[config.mk]
export PLATFORM = sky130hd
export DESIGN_NAME = character_lcd_controller_top
export DESIGN_NICKNAME = d
export VERILOG_FILES = /design/src/rtl/clcd_pkg.sv /design/src/rtl/clcd_ram.sv /design/src/rtl/clcd_ctrl.sv /design/src/rtl/clcd_datapath.sv /design/src/rtl/character_lcd_controller_top.sv
export SDC_FILE = /design/constraint.sdc
export NUM_CORES = 2
export LEC_CHECK = 0
export BUFFER_PORTS_ARGS = -buffer_cell sky130_fd_sc_hd__buf_2
export CAP_MARGIN = 10
export CORE_MARGIN = 10
export CORE_UTILIZATION = 50
export DETAILED_ROUTE_END_ITERATION = 6
export GPL_ROUTABILITY_DRIVEN = 0
export PLACE_DENSITY = 0.64
export SLEW_MARGIN = 15
export SYNTH_ARGS = -nofsm -noshare
export SYNTH_HDL_FRONTEND = slang
export SYNTH_SLANG_ARGS = --single-unit
export TNS_END_PERCENT = 10
[constraint.sdc]
create_clock -name clk_i -period 12.32 [get_ports clk_i]
set_input_delay 2.464 -clock clk_i [delete_from_list [all_inputs] [get_ports clk_i]]
set_output_delay 2.464 -clock clk_i [all_outputs]
set_load 0.01 [all_outputs]
[src/rtl/clcd_pkg.sv]
// ----------------------------------------------------------------------------
// clcd_pkg
// Shared types, constants and address-step functions for the character LCD
// controller.
// ----------------------------------------------------------------------------
`default_nettype none

package clcd_pkg;

  localparam int unsigned BusyW       = 14;
  localparam int unsigned AddrW       = 7;
  localparam int unsigned DispDepth   = 128;
  localparam int unsigned GlyphDepth  = 64;
  localparam int unsigned GlyphAddrW  = 6;
  localparam int unsigned GlyphW      = 5;

  localparam logic [BusyW-1:0] ShortBusyRst = 14'd273;
  localparam logic [BusyW-1:0] LongBusyRst  = 14'd11207;
  localparam logic [7:0]       SpaceChar    = 8'h20;
  localparam logic [7:0]       BusyReadData = 8'hFF;

  localparam logic [AddrW-1:0] Line1End   = 7'h27;
  localparam logic [AddrW-1:0] Line2Start = 7'h40;
  localparam logic [AddrW-1:0] Line2End   = 7'h67;
  localparam logic [7:0]       OneLineLen = 8'd80;
  localparam logic [7:0]       OneLineLenX2 = 8'd160;
  localparam logic [5:0]       ViewLen    = 6'd40;

  // item modes
  localparam logic [2:0] ModeTime   = 3'd0;
  localparam logic [2:0] ModeCmd    = 3'd1;
  localparam logic [2:0] ModeDWrite = 3'd2;
  localparam logic [2:0] ModeStatus = 3'd3;
  localparam logic [2:0] ModeDRead  = 3'd4;

  // config register indexes
  localparam logic RegShortBusy = 1'b0;
  localparam logic RegLongBusy  = 1'b1;

  typedef struct packed {
    logic [2:0]  mode;
    logic [7:0]  value;
    logic [15:0] elapsed_cycles;
  } item_t;

  typedef struct packed {
    logic [7:0] read_data;
    logic       write_ignored;
    logic       busy_flag;
    logic [6:0] current_address;
    logic       glyph_ram_selected;
    logic       display_on;
    logic       cursor_on;
    logic       blink_on;
    logic [5:0] view_shift;
  } result_t;

  typedef struct packed {
    logic load;     // latch a new request
    logic exec;     // execute the latched request
    logic rd_done;  // RAM read data is valid, finish the data read
  } ctrl_cmd_t;

  typedef struct packed {
    logic rd_go;    // latched request is a data read that will be served
  } dp_status_t;

  function automatic logic [AddrW-1:0] next_addr(logic [AddrW-1:0] a, logic glyph,
                                                 logic two_line, logic fwd);
    logic [7:0]            s;
    logic [AddrW-1:0]      r;
    logic [GlyphAddrW-1:0] g;
    s = '0;
    r = a;
    g = a[GlyphAddrW-1:0] + (fwd ? 6'd1 : 6'd63);
    if (glyph) begin
      r = {1'b0, g};
    end else if (two_line) begin
      if (fwd && a == Line1End)        r = Line2Start;
      else if (fwd && a == Line2End)   r = '0;
      else if (!fwd && a == Line2Start) r = Line1End;
      else if (!fwd && a == '0)        r = Line2End;
      else                             r = a + (fwd ? 7'd1 : 7'd127);
    end else begin
      // one-line space; an address set beyond 79 still folds back mod 80
      s = {1'b0, a} + (fwd ? 8'd1 : 8'd79);
      if (s >= OneLineLenX2)    s = s - OneLineLenX2;
      else if (s >= OneLineLen) s = s - OneLineLen;
      r = s[AddrW-1:0];
    end
    return r;
  endfunction

  function automatic logic [5:0] next_shift(logic [5:0] s, logic fwd);
    logic [6:0] t;
    t = {1'b0, s} + (fwd ? 7'd1 : 7'd39);
    if (t >= {1'b0, ViewLen}) t = t - {1'b0, ViewLen};
    return t[5:0];
  endfunction

endpackage

`default_nettype wire

[src/rtl/clcd_ram.sv]
// ----------------------------------------------------------------------------
// clcd_ram
// Generic single-port RAM, registered read.
// ----------------------------------------------------------------------------
`default_nettype none

module clcd_ram #(
  parameter int unsigned Width = 8,
  parameter int unsigned Depth = 128
) (
  input  wire logic                     clk_i,
  input  wire logic                     we_i,
  input  wire logic [$clog2(Depth)-1:0] addr_i,
  input  wire logic [Width-1:0]         wdata_i,
  output logic      [Width-1:0]         rdata_o
);

  logic [Width-1:0] mem_q [Depth];

  always_ff @(posedge clk_i) begin
    if (we_i) begin
      mem_q[addr_i] <= wdata_i;
    end
    rdata_o <= mem_q[addr_i];
  end

endmodule

`default_nettype wire

[src/rtl/clcd_ctrl.sv]
// ----------------------------------------------------------------------------
// clcd_ctrl
// Request sequencer: accept, execute, and the RAM read state for a served data read.
// ----------------------------------------------------------------------------
`default_nettype none

module clcd_ctrl import clcd_pkg::*; (
  input  wire logic       clk_i,
  input  wire logic       rst_ni,
  input  wire logic       start_i,
  input  wire dp_status_t status_i,
  output ctrl_cmd_t       cmd_o,
  output logic            busy_o
);

  typedef enum logic [2:0] {
    StIdle  = 3'b001,
    StExec  = 3'b010,
    StRdata = 3'b100
  } ctrl_state_e;

  ctrl_state_e state_q, state_d;

  always_comb begin
    state_d = state_q;
    cmd_o   = '0;
    unique case (state_q)
      StIdle: begin
        if (start_i) begin
          cmd_o.load = 1'b1;
          state_d    = StExec;
        end
      end
      StExec: begin
        cmd_o.exec = 1'b1;
        state_d    = status_i.rd_go ? StRdata : StIdle;
      end
      StRdata: begin
        cmd_o.rd_done = 1'b1;
        state_d       = StIdle;
      end
      default: state_d = StIdle;
    endcase
  end

  assign busy_o = (state_q != StIdle);

  always_ff @(posedge clk_i or negedge rst_ni) begin
    if (!rst_ni) begin
      state_q <= StIdle;
    end else begin
      state_q <= state_d;
    end
  end

endmodule

`default_nettype wire

[src/rtl/clcd_datapath.sv]
// ----------------------------------------------------------------------------
// clcd_datapath
// Controller registers, display/glyph RAMs, busy countdown and result register.
// ----------------------------------------------------------------------------
`default_nettype none

module clcd_datapath import clcd_pkg::*; (
  input  wire logic             clk_i,
  input  wire logic             rst_ni,
  input  wire ctrl_cmd_t        cmd_i,
  input  wire item_t            item_i,
  input  wire logic [BusyW-1:0] short_busy_i,
  input  wire logic [BusyW-1:0] long_busy_i,
  output dp_status_t            status_o,
  output result_t               result_o,
  output logic                  result_valid_o
);

  item_t            item_q;
  logic [AddrW-1:0] addr_q, addr_d;
  logic             glyph_q, glyph_d;
  logic             two_line_q, two_line_d;
  logic [5:0]       shift_q, shift_d;
  logic             inc_q, inc_d;
  logic             scroll_q, scroll_d;
  logic [2:0]       flags_q, flags_d;
  logic [BusyW-1:0] busy_q, busy_d;
  logic [DispDepth-1:0]  disp_vld_q, disp_vld_d;
  logic [GlyphDepth-1:0] glyph_vld_q, glyph_vld_d;
  result_t          result_q, result_d;
  logic             result_valid_q, result_valid_d;

  logic              disp_we, glyph_we;
  logic [7:0]        disp_rdata;
  logic [GlyphW-1:0] glyph_rdata;
  logic              busy_nz;
  logic [7:0]        rd;
  logic              ign;
  logic [7:0]        v;

  clcd_ram #(.Width(8), .Depth(DispDepth)) u_disp_ram (
    .clk_i   (clk_i),
    .we_i    (disp_we),
    .addr_i  (addr_q),
    .wdata_i (item_q.value),
    .rdata_o (disp_rdata)
  );

  clcd_ram #(.Width(GlyphW), .Depth(GlyphDepth)) u_glyph_ram (
    .clk_i   (clk_i),
    .we_i    (glyph_we),
    .addr_i  (addr_q[GlyphAddrW-1:0]),
    .wdata_i (item_q.value[GlyphW-1:0]),
    .rdata_o (glyph_rdata)
  );

  assign busy_nz        = (busy_q != '0);
  assign v              = item_q.value;
  assign status_o.rd_go = (item_q.mode == ModeDRead) && !busy_nz;

  always_comb begin
    addr_d         = addr_q;
    glyph_d        = glyph_q;
    two_line_d     = two_line_q;
    shift_d        = shift_q;
    inc_d          = inc_q;
    scroll_d       = scroll_q;
    flags_d        = flags_q;
    busy_d         = busy_q;
    disp_vld_d     = disp_vld_q;
    glyph_vld_d    = glyph_vld_q;
    disp_we        = 1'b0;
    glyph_we       = 1'b0;
    rd             = '0;
    ign            = 1'b0;
    result_d       = result_q;
    result_valid_d = 1'b0;

    if (cmd_i.exec) begin
      unique case (item_q.mode)
        ModeTime: begin
          if ({2'b00, busy_q} <= item_q.elapsed_cycles) busy_d = '0;
          else busy_d = busy_q - item_q.elapsed_cycles[BusyW-1:0];
        end
        ModeCmd: begin
          if (busy_nz) begin
            ign = 1'b1;
          end else begin
            busy_d = short_busy_i;
            priority if (v[7]) begin            // set display address
              addr_d  = v[6:0];
              glyph_d = 1'b0;
            end else if (v[6]) begin            // set glyph address
              addr_d  = {1'b0, v[5:0]};
              glyph_d = 1'b1;
            end else if (v[5]) begin            // function set
              two_line_d = v[3];
            end else if (v[4]) begin            // cursor / display shift
              if (v[3]) shift_d = next_shift(shift_q, !v[2]);
              else      addr_d  = next_addr(addr_q, glyph_q, two_line_q, v[2]);
            end else if (v[3]) begin            // display control
              flags_d = v[2:0];
            end else if (v[2]) begin            // entry mode
              inc_d    = v[1];
              scroll_d = v[0];
            end else if (v[1]) begin            // home
              addr_d  = '0;
              glyph_d = 1'b0;
              shift_d = '0;
              busy_d  = long_busy_i;
            end else if (v[0]) begin            // clear: invalid entries read as spaces
              disp_vld_d = '0;
              addr_d     = '0;
              glyph_d    = 1'b0;
              shift_d    = '0;
              inc_d      = 1'b1;
              busy_d     = long_busy_i;
            end else begin
              // no-op, short busy only
            end
          end
        end
        ModeDWrite: begin
          if (busy_nz) begin
            ign = 1'b1;
          end else begin
            busy_d = short_busy_i;
            if (glyph_q) begin
              glyph_we = 1'b1;
              glyph_vld_d[addr_q[GlyphAddrW-1:0]] = 1'b1;
            end else begin
              disp_we = 1'b1;
              disp_vld_d[addr_q] = 1'b1;
            end
            addr_d = next_addr(addr_q, glyph_q, two_line_q, inc_q);
            if (!glyph_q && scroll_q) shift_d = next_shift(shift_q, inc_q);
          end
        end
        ModeStatus: rd = {busy_nz, addr_q};
        ModeDRead: begin
          // served read finishes after the RAM read cycle
          if (busy_nz) rd = BusyReadData;
        end
        default: ;
      endcase
    end

    if (cmd_i.rd_done) begin
      if (glyph_q) begin
        rd = glyph_vld_q[addr_q[GlyphAddrW-1:0]] ? {3'b000, glyph_rdata} : '0;
      end else begin
        rd = disp_vld_q[addr_q] ? disp_rdata : SpaceChar;
      end
      addr_d = next_addr(addr_q, glyph_q, two_line_q, inc_q);
      busy_d = short_busy_i;
    end

    if ((cmd_i.exec && !status_o.rd_go) || cmd_i.rd_done) begin
      result_valid_d              = 1'b1;
      result_d.read_data          = rd;
      result_d.write_ignored      = ign;
      result_d.busy_flag          = (busy_d != '0);
      result_d.current_address    = addr_d;
      result_d.glyph_ram_selected = glyph_d;
      result_d.display_on         = flags_d[2];
      result_d.cursor_on          = flags_d[1];
      result_d.blink_on           = flags_d[0];
      result_d.view_shift         = shift_d;
    end
  end

  always_ff @(posedge clk_i or negedge rst_ni) begin
    if (!rst_ni) begin
      addr_q         <= '0;
      glyph_q        <= 1'b0;
      two_line_q     <= 1'b0;
      shift_q        <= '0;
      inc_q          <= 1'b1;
      scroll_q       <= 1'b0;
      flags_q        <= '0;
      busy_q         <= '0;
      disp_vld_q     <= '0;
      glyph_vld_q    <= '0;
      result_valid_q <= 1'b0;
    end else begin
      addr_q         <= addr_d;
      glyph_q        <= glyph_d;
      two_line_q     <= two_line_d;
      shift_q        <= shift_d;
      inc_q          <= inc_d;
      scroll_q       <= scroll_d;
      flags_q        <= flags_d;
      busy_q         <= busy_d;
      disp_vld_q     <= disp_vld_d;
      glyph_vld_q    <= glyph_vld_d;
      result_valid_q <= result_valid_d;
    end
  end

  always_ff @(posedge clk_i) begin
    if (cmd_i.load) begin
      item_q <= item_i;
    end
    result_q <= result_d;
  end

  assign result_o       = result_q;
  assign result_valid_o = result_valid_q;

endmodule

`default_nettype wire

[src/rtl/character_lcd_controller_top.sv]
// ----------------------------------------------------------------------------
// character_lcd_controller_top
// Character LCD controller: APB busy-length registers, sequencer and datapath.
// ----------------------------------------------------------------------------
// Sequence: start is latched in Idle and executed in Exec; the result strobe
//   is registered. A served data read adds the Rdata state for the registered
//   read port of the display/glyph RAMs. A new start is taken only in Idle.
// Reset: busy lengths 273/11207; display RAM reads as spaces and glyph rows as
//   zero through per-entry valid flags, so no clearing pass. No output stall.
`default_nettype none

module character_lcd_controller_top import clcd_pkg::*; (
  input  wire logic        clk_i,
  input  wire logic        rst_ni,
  input  wire logic        start,
  output logic             busy,
  input  wire item_t       item_i,
  output result_t          result_o,
  output logic             result_valid_o,
  input  wire logic        psel,
  input  wire logic        penable,
  input  wire logic        pwrite,
  input  wire logic [2:0]  paddr,
  input  wire logic [31:0] pwdata,
  output logic      [31:0] prdata,
  output logic             pready
);

  logic [BusyW-1:0] short_busy_q, long_busy_q;
  ctrl_cmd_t        cmd;
  dp_status_t       status;
  logic             reg_sel;
  logic             cfg_we;

  assign pready  = 1'b1;
  assign reg_sel = paddr[2];
  assign cfg_we  = psel && penable && pwrite;
  assign prdata  = (reg_sel == RegLongBusy) ? {18'd0, long_busy_q} : {18'd0, short_busy_q};

  always_ff @(posedge clk_i or negedge rst_ni) begin
    if (!rst_ni) begin
      short_busy_q <= ShortBusyRst;
      long_busy_q  <= LongBusyRst;
    end else if (cfg_we) begin
      if (reg_sel == RegShortBusy) short_busy_q <= pwdata[BusyW-1:0];
      else                         long_busy_q  <= pwdata[BusyW-1:0];
    end
  end

  clcd_ctrl u_ctrl (
    .clk_i    (clk_i),
    .rst_ni   (rst_ni),
    .start_i  (start),
    .status_i (status),
    .cmd_o    (cmd),
    .busy_o   (busy)
  );

  clcd_datapath u_datapath (
    .clk_i          (clk_i),
    .rst_ni         (rst_ni),
    .cmd_i          (cmd),
    .item_i         (item_i),
    .short_busy_i   (short_busy_q),
    .long_busy_i    (long_busy_q),
    .status_o       (status),
    .result_o       (result_o),
    .result_valid_o (result_valid_o)
  );

endmodule

`default_nettype wire

After elaboration in Yosys (flattened, before gate mapping)
Memories as Yosys holds them, arrays and structs flattened. A register that Yosys moved wholly into a read port is not among the register bits.
Index checks and enable logic that the tools add are counted.
Cells by class
  add/sub/neg operators: 15
  order comparisons: 11
  equality and inequality tests: 24
  multiplexer cells: 139
  bitwise logic cells: 9
  reduce and logical (&&, ||, !) cells: 36
Operator list (number)
  two-way mux 128 bit: 11
  one-hot mux 128 bit (2 select lines): 1
  two-way mux 7 bit: 33
  two-way mux 14 bit: 14
  bitwise OR 128 bit: 1
  two-way mux 6 bit: 19
  bitwise OR 64 bit: 1
  one-hot mux 14 bit (3 select lines): 1
  two-way mux 8 bit: 5
  two-way mux 1 bit: 36
  two-way mux 3 bit: 10
  nonzero test 14 bit: 2
  inequality test 2 bit, second input constant: 11
  adder 7 x 7 -> 8 bit: 2
  greater-or-equal comparator 8 x 7 -> 1 bit, second input constant: 2
  greater-or-equal comparator 8 bit, second input constant: 2
  less-or-equal comparator 14 x 16 -> 1 bit: 1
  one-hot mux 8 bit (2 select lines): 1
  logical AND 1 bit: 15
  adder 6 x 6 -> 7 bit: 2
  adder 7 bit: 2
  == test 7 bit, second input constant: 2
  greater-or-equal comparator 7 x 6 -> 1 bit, second input constant: 2
  one-hot mux 7 bit (2 select lines): 1
  other kinds (35): 57
Word-level totals
  register bits after elaboration: 312
  RAM bits: 1344
  bits of input ports: 68
  output and inout port bits: 62
  logic and storage cells: 262
  memories: 2
Memories
  u_datapath.u_disp_ram.mem_q: depth 128, width 8, read ports 1, clocked after Yosys merged registers in 1, write ports 1, line clcd_ram.sv:18  | logic [Width-1:0] mem_q [Depth];
  u_datapath.u_glyph_ram.mem_q: depth 64, width 5, read ports 1, clocked after Yosys merged registers in 1, write ports 1, line clcd_ram.sv:18

Longest topological paths before layout
  depth after elaboration: 17
  gate-level depth with buffers: 17
  gate-level depth less buffers: 14

Hierarchy
Synthesis repeated with hierarchy kept, for this count alone.
Unflattened totals
  cells, all modules: 4883
  area total of the unflattened synthesis: 69875.8 um^2
By module, submodules not included
  clcd_ram at u_datapath.u_disp_ram: times used 1, cells each 2467, area each 40425.0 um^2, seq. area each 30909.6 um^2
  clcd_datapath: times used 1, cells each 1545, area each 14989.4 um^2, seq. area each 7303.3 um^2
  clcd_ram at u_datapath.u_glyph_ram: times used 1, cells each 764, area each 12859.8 um^2, seq. area each 9709.3 um^2
  character_lcd_controller_top: times used 1, cells each 97, area each 1460.2 um^2, seq. area each 715.7 um^2
  clcd_ctrl: times used 1, cells each 10, area each 141.4 um^2, seq. area each 76.3 um^2

Least setup slack after synthesis
Ideal clock, no wire load.
  path kind: input to output
  from: input port paddr[2]
  to: output port prdata[10]
  arrival time: 3.445 ns
  required time: 9.856 ns
  setup slack: 6.411 ns
  stages on the path: 3
  buffers on the path: 2
  path through: clkbuf_1 > buf_1 > mux2_2
Between the ends
  longest elaborated chain between the ends: 1
Ends and longest elaborated chain
  start, declared: line character_lcd_controller_top.sv:23  | input wire logic [2:0] paddr,
  two-way mux 14 bit: line character_lcd_controller_top.sv:38  | assign prdata = (reg_sel == RegLongBusy) ? {18'd0, long_busy_q} : {18'd0, short_busy_q};
  end, declared: line character_lcd_controller_top.sv:25  | output logic [31:0] prdata,
No other way between the ends.

Worst setup path after layout
  from: input port paddr[2]
  to: output port prdata[9]
Same word-level chain as after synthesis.

==> summary.txt <==
Worst setup path
  – CP peak stage delay: 0.41 ns
  – Worst r2r src: u_datapath.addr_q[2]
  – CP Data Arrival Time: 3.37 ns
  – Crit end category: output port
  – Worst flop-to-flop path endpoint: u_datapath.u_disp_ram.rdata_o[0]
  – Slowest CP cell: mux2_2
  – Reg-to-reg setup timing slack: ~7.3 ns
  – CP bufs+invs: 2
  – Most frequent CP cell: buf_2
  – Worst EP required: between 9 and 10 ns
  – Critical path's top delay family: buffers and inverters
  – Cell depth of the worst setup path: 3
  – R2R cell count: 9
  – Setup CP Type: in2out
  – Element type at the critical path start: input port
  – Crit path cell chain: buf_2, mux2_2, buf_2
  – Crit-path max FO: 17

Routing
  – DRT Wirelength: ~180,000 um
  – Via density: 6.51
  – Routed via count: approximately 42,000
  – First DRT Iteration DRCs: 5,371
  – Post-DR wirelength/cell: 28.8 um
  – Router iterations before antenna repair: 6
  – Drt drc: 0
  – Antenna-violating nets left: 0

Yosys
  – Post-Synthesis Cells: 4,457
  – Seq/Total Area, Yosys: 0.732
  – Post-synthesis compound-gate area fraction: 0.141
  – Synth Area in Simple Gates: 0.0686
  – Number of synthesized flops with an enable pin: 1,398
  – Multiplexer share of the synthesized area: 0.0191
  – Cell Area, Synth: 0.0666 mm^2
  – Synth Area in XOR/XNOR: 0.00382
  – Asr flop ratio synth: 0.155
  – Area contributors post-synth: edfxtp_1 (63%), dfrtp_1 (9.2%), a22oi_1 (6.4%), nor2_1 (2.3%), nand4_1 (1.6%)
  – YS warnings: 0
  – Most used DFF post-synth: edfxtp_1
  – #FFs+latches synth: roughly 1,700
  – Largest family of logic cells by synthesized area: compound AO/OA/AOI/OAI gates
  – Yosys top cell area share: 0.631
  – Syn avg cell area: 14.9 um^2
  – Post-synth top area cell: edfxtp_1
  – Synth Area in Adders: 0.00940
  – Synth cell types: 97

Power and ir drop
  – Leakage Power: 24.7 nW
  – Flop pwr share: 0.460
  – VDD IR max: 0.114 mV
  – Psw: between 4 and 5 mW
  – PwrDens: 187 mW/mm^2
  – Switching share of total power: 0.294
  – Clock power share: 0.364
  – Combinational share of power: 0.176
  – Internal power: 9.75 mW

STA
  – Fin. Hold Viols: 0
  – Worst-margin pin slew: around 1.3 ns
  – Clk_skew: 0.0523 ns
  – Worst rel slew slack: 0.158
  – Worst setup margin: 6.49 ns
  – Hold WS: around 0.47 ns
  – Fmax achieved: 0.171 GHz
  – RSZ-0062 raised after global routing: false
  – Final worst path period share: 0.473
  – Tmin final: about 6 ns
  – TNS Setup: 0 ns
  – # setup viols final: 0
  – Fin. max-slew vios: 0

Die
  – Effective utilization at floorplan: 0.505
  – Core Footprint: 0.132 mm^2
  – Chip width: between 300 and 400 um
  – # rows: 133
  – Die height: 385 um
  – I/O pin total: 130
  – Die area: 0.148 mm^2

Clock network
  – Hold buffer count at cts: 0
  – Number of buffers created by CTS: 167
  – Cts repair resizes: 0
  – Clock Path Buffers: 3
  – H-tree depth: 4
  – Clk root buf: clkbuf_16
  – CTS tree: built
  – Clock transition at path regs: 0.06 ns
  – Postcts setup bufs: 0
  – Worst-Skew Late Latency: 0.83 ns
  – Clock sink count: 1,669

Worst hold path
  – HP Start: u_datapath.glyph_vld_q[30]
  – Class of the worst hold path: reg2reg
  – Hold endpoint: u_datapath.glyph_vld_q[30]
  – Hold Path Depth: 1

Flow run
  – Maxcap violations: 0

Global route
  – Total gr overflow: 0
  – Largest net degree at the start of global routing: 199
  – GR Util All Layers: 0.243
  – First-pass GRT wire length: about 270,000 um
  – Vias in the first global route: 40,200
  – Initial antenna violation count: 3

Final layout
  – Final instance area: 0.0740 mm^2
  – Most frequent cells in the layout: edfxtp_1 (1,398), a22oi_1 (568), nor2_1 (404)
  – Area Growth Syn to Fin: 11.1%
  – Share of cells above drive strength 1: 0.132
  – Final Core Density: 0.561
  – # nets final: 4,597
  – # diodes: 0
  – Leading cell type in the layout, fill and taps excluded: edfxtp_1

Placement
  – IO Port Bufs: 90
  – Area after DPL: approximately 0.069 mm^2
  – Detailed Place HPWL: 104,000 um
  – Pre-CTS WS: about 6.5 ns

Run status
  – Status: completed
## synthesized netlist by cell type (87+ instances only)
library cell and instances:
edfxtp_1 1398, nand2_1 135, nor2_1 404, dfrtp_1 244, buf_2 121, a21oi_1 144, clkbuf_1 134, o21ai_0 87
a31oi_1 106, a22oi_1 568, a221oi_1 89, nand4_1 165
## kinds of logic after synthesis
kind of cell,Yosys count
other,2
adders and majority gates,47
and+or+nand+nor,934
DFF,1669
AOI/OAI and AO/OA,1300
muxes,96
xor gates and xnor gates,29
buffers and inverters,380
## worst max-delay path by stage
stage,from,to,slack (ns)
CTS,paddr[2],prdata[9],6.48
floorplan,paddr[2],prdata[10],6.41
global placement,paddr[2],prdata[9],6.49
global route,paddr[2],prdata[9],6.46
detailed placement,paddr[2],prdata[9],6.48
finish,paddr[2],prdata[9],6.49
## final cells by class
class	count	area [um^2]
Clock buffer	212	4420
Clock inverter	100	1010
Fill cell	10300	57800
Inverter	43	161
Multi-Input combinational cell	2425	16200
Sequential cell	1669	48700
Tap cell	1755	2200
Timing Repair Buffer	176	1220
## stage by stage
step,cells,total power [mW]
after detailed placement,6067,8.87
final,6380,13.8
after global routing,6380,14.2
after floorplan,4474,7.87
after global placement,6067,8.85
after CTS,6379,13.8
## registers in the layout, summed over array words and instances, names as in the netlist, 3 cells and up
name and count:
u_datapath.flags_q 3, u_datapath.u_disp_ram.mem_q 1024, u_datapath.disp_vld_q 128, u_datapath.item_q 19, u_datapath.u_glyph_ram.rdata_o 5, u_datapath.busy_q 14
u_datapath.glyph_vld_q 64, u_datapath.v 8, u_datapath.addr_q 7, long_busy_q 14, u_datapath.shift_q 6, u_datapath.u_disp_ram.rdata_o 8
u_datapath.result_o 27, u_datapath.u_glyph_ram.mem_q 320, short_busy_q 14, u_ctrl.state_q 3
## power groups by stage
| stage | sequential, mW | clock (mW) | combinational [mW] |
|---|---|---|---|
| after floorplan | 6.44 | 0 | 1.43 |
| after global routing | 6.35 | 5.31 | 2.58 |
| after global placement | 6.46 | 0 | 2.39 |
| final | 6.35 | 5.03 | 2.44 |
| after detailed placement | 6.46 | 0 | 2.41 |
| after CTS | 6.34 | 5.09 | 2.42 |
## metal layers
layer,track usage,wire length (um),part of all wire,vias to the layer above
met1,0.344,75600,0.41,21100
met3,0.0537,17800,0.097,339
met2,0.375,85100,0.46,2222
li1,-,-,-,17800
met4,0.0758,5450,0.030,2
met5,0,17,0.000092,-
(Power assumes the default switching activity.)
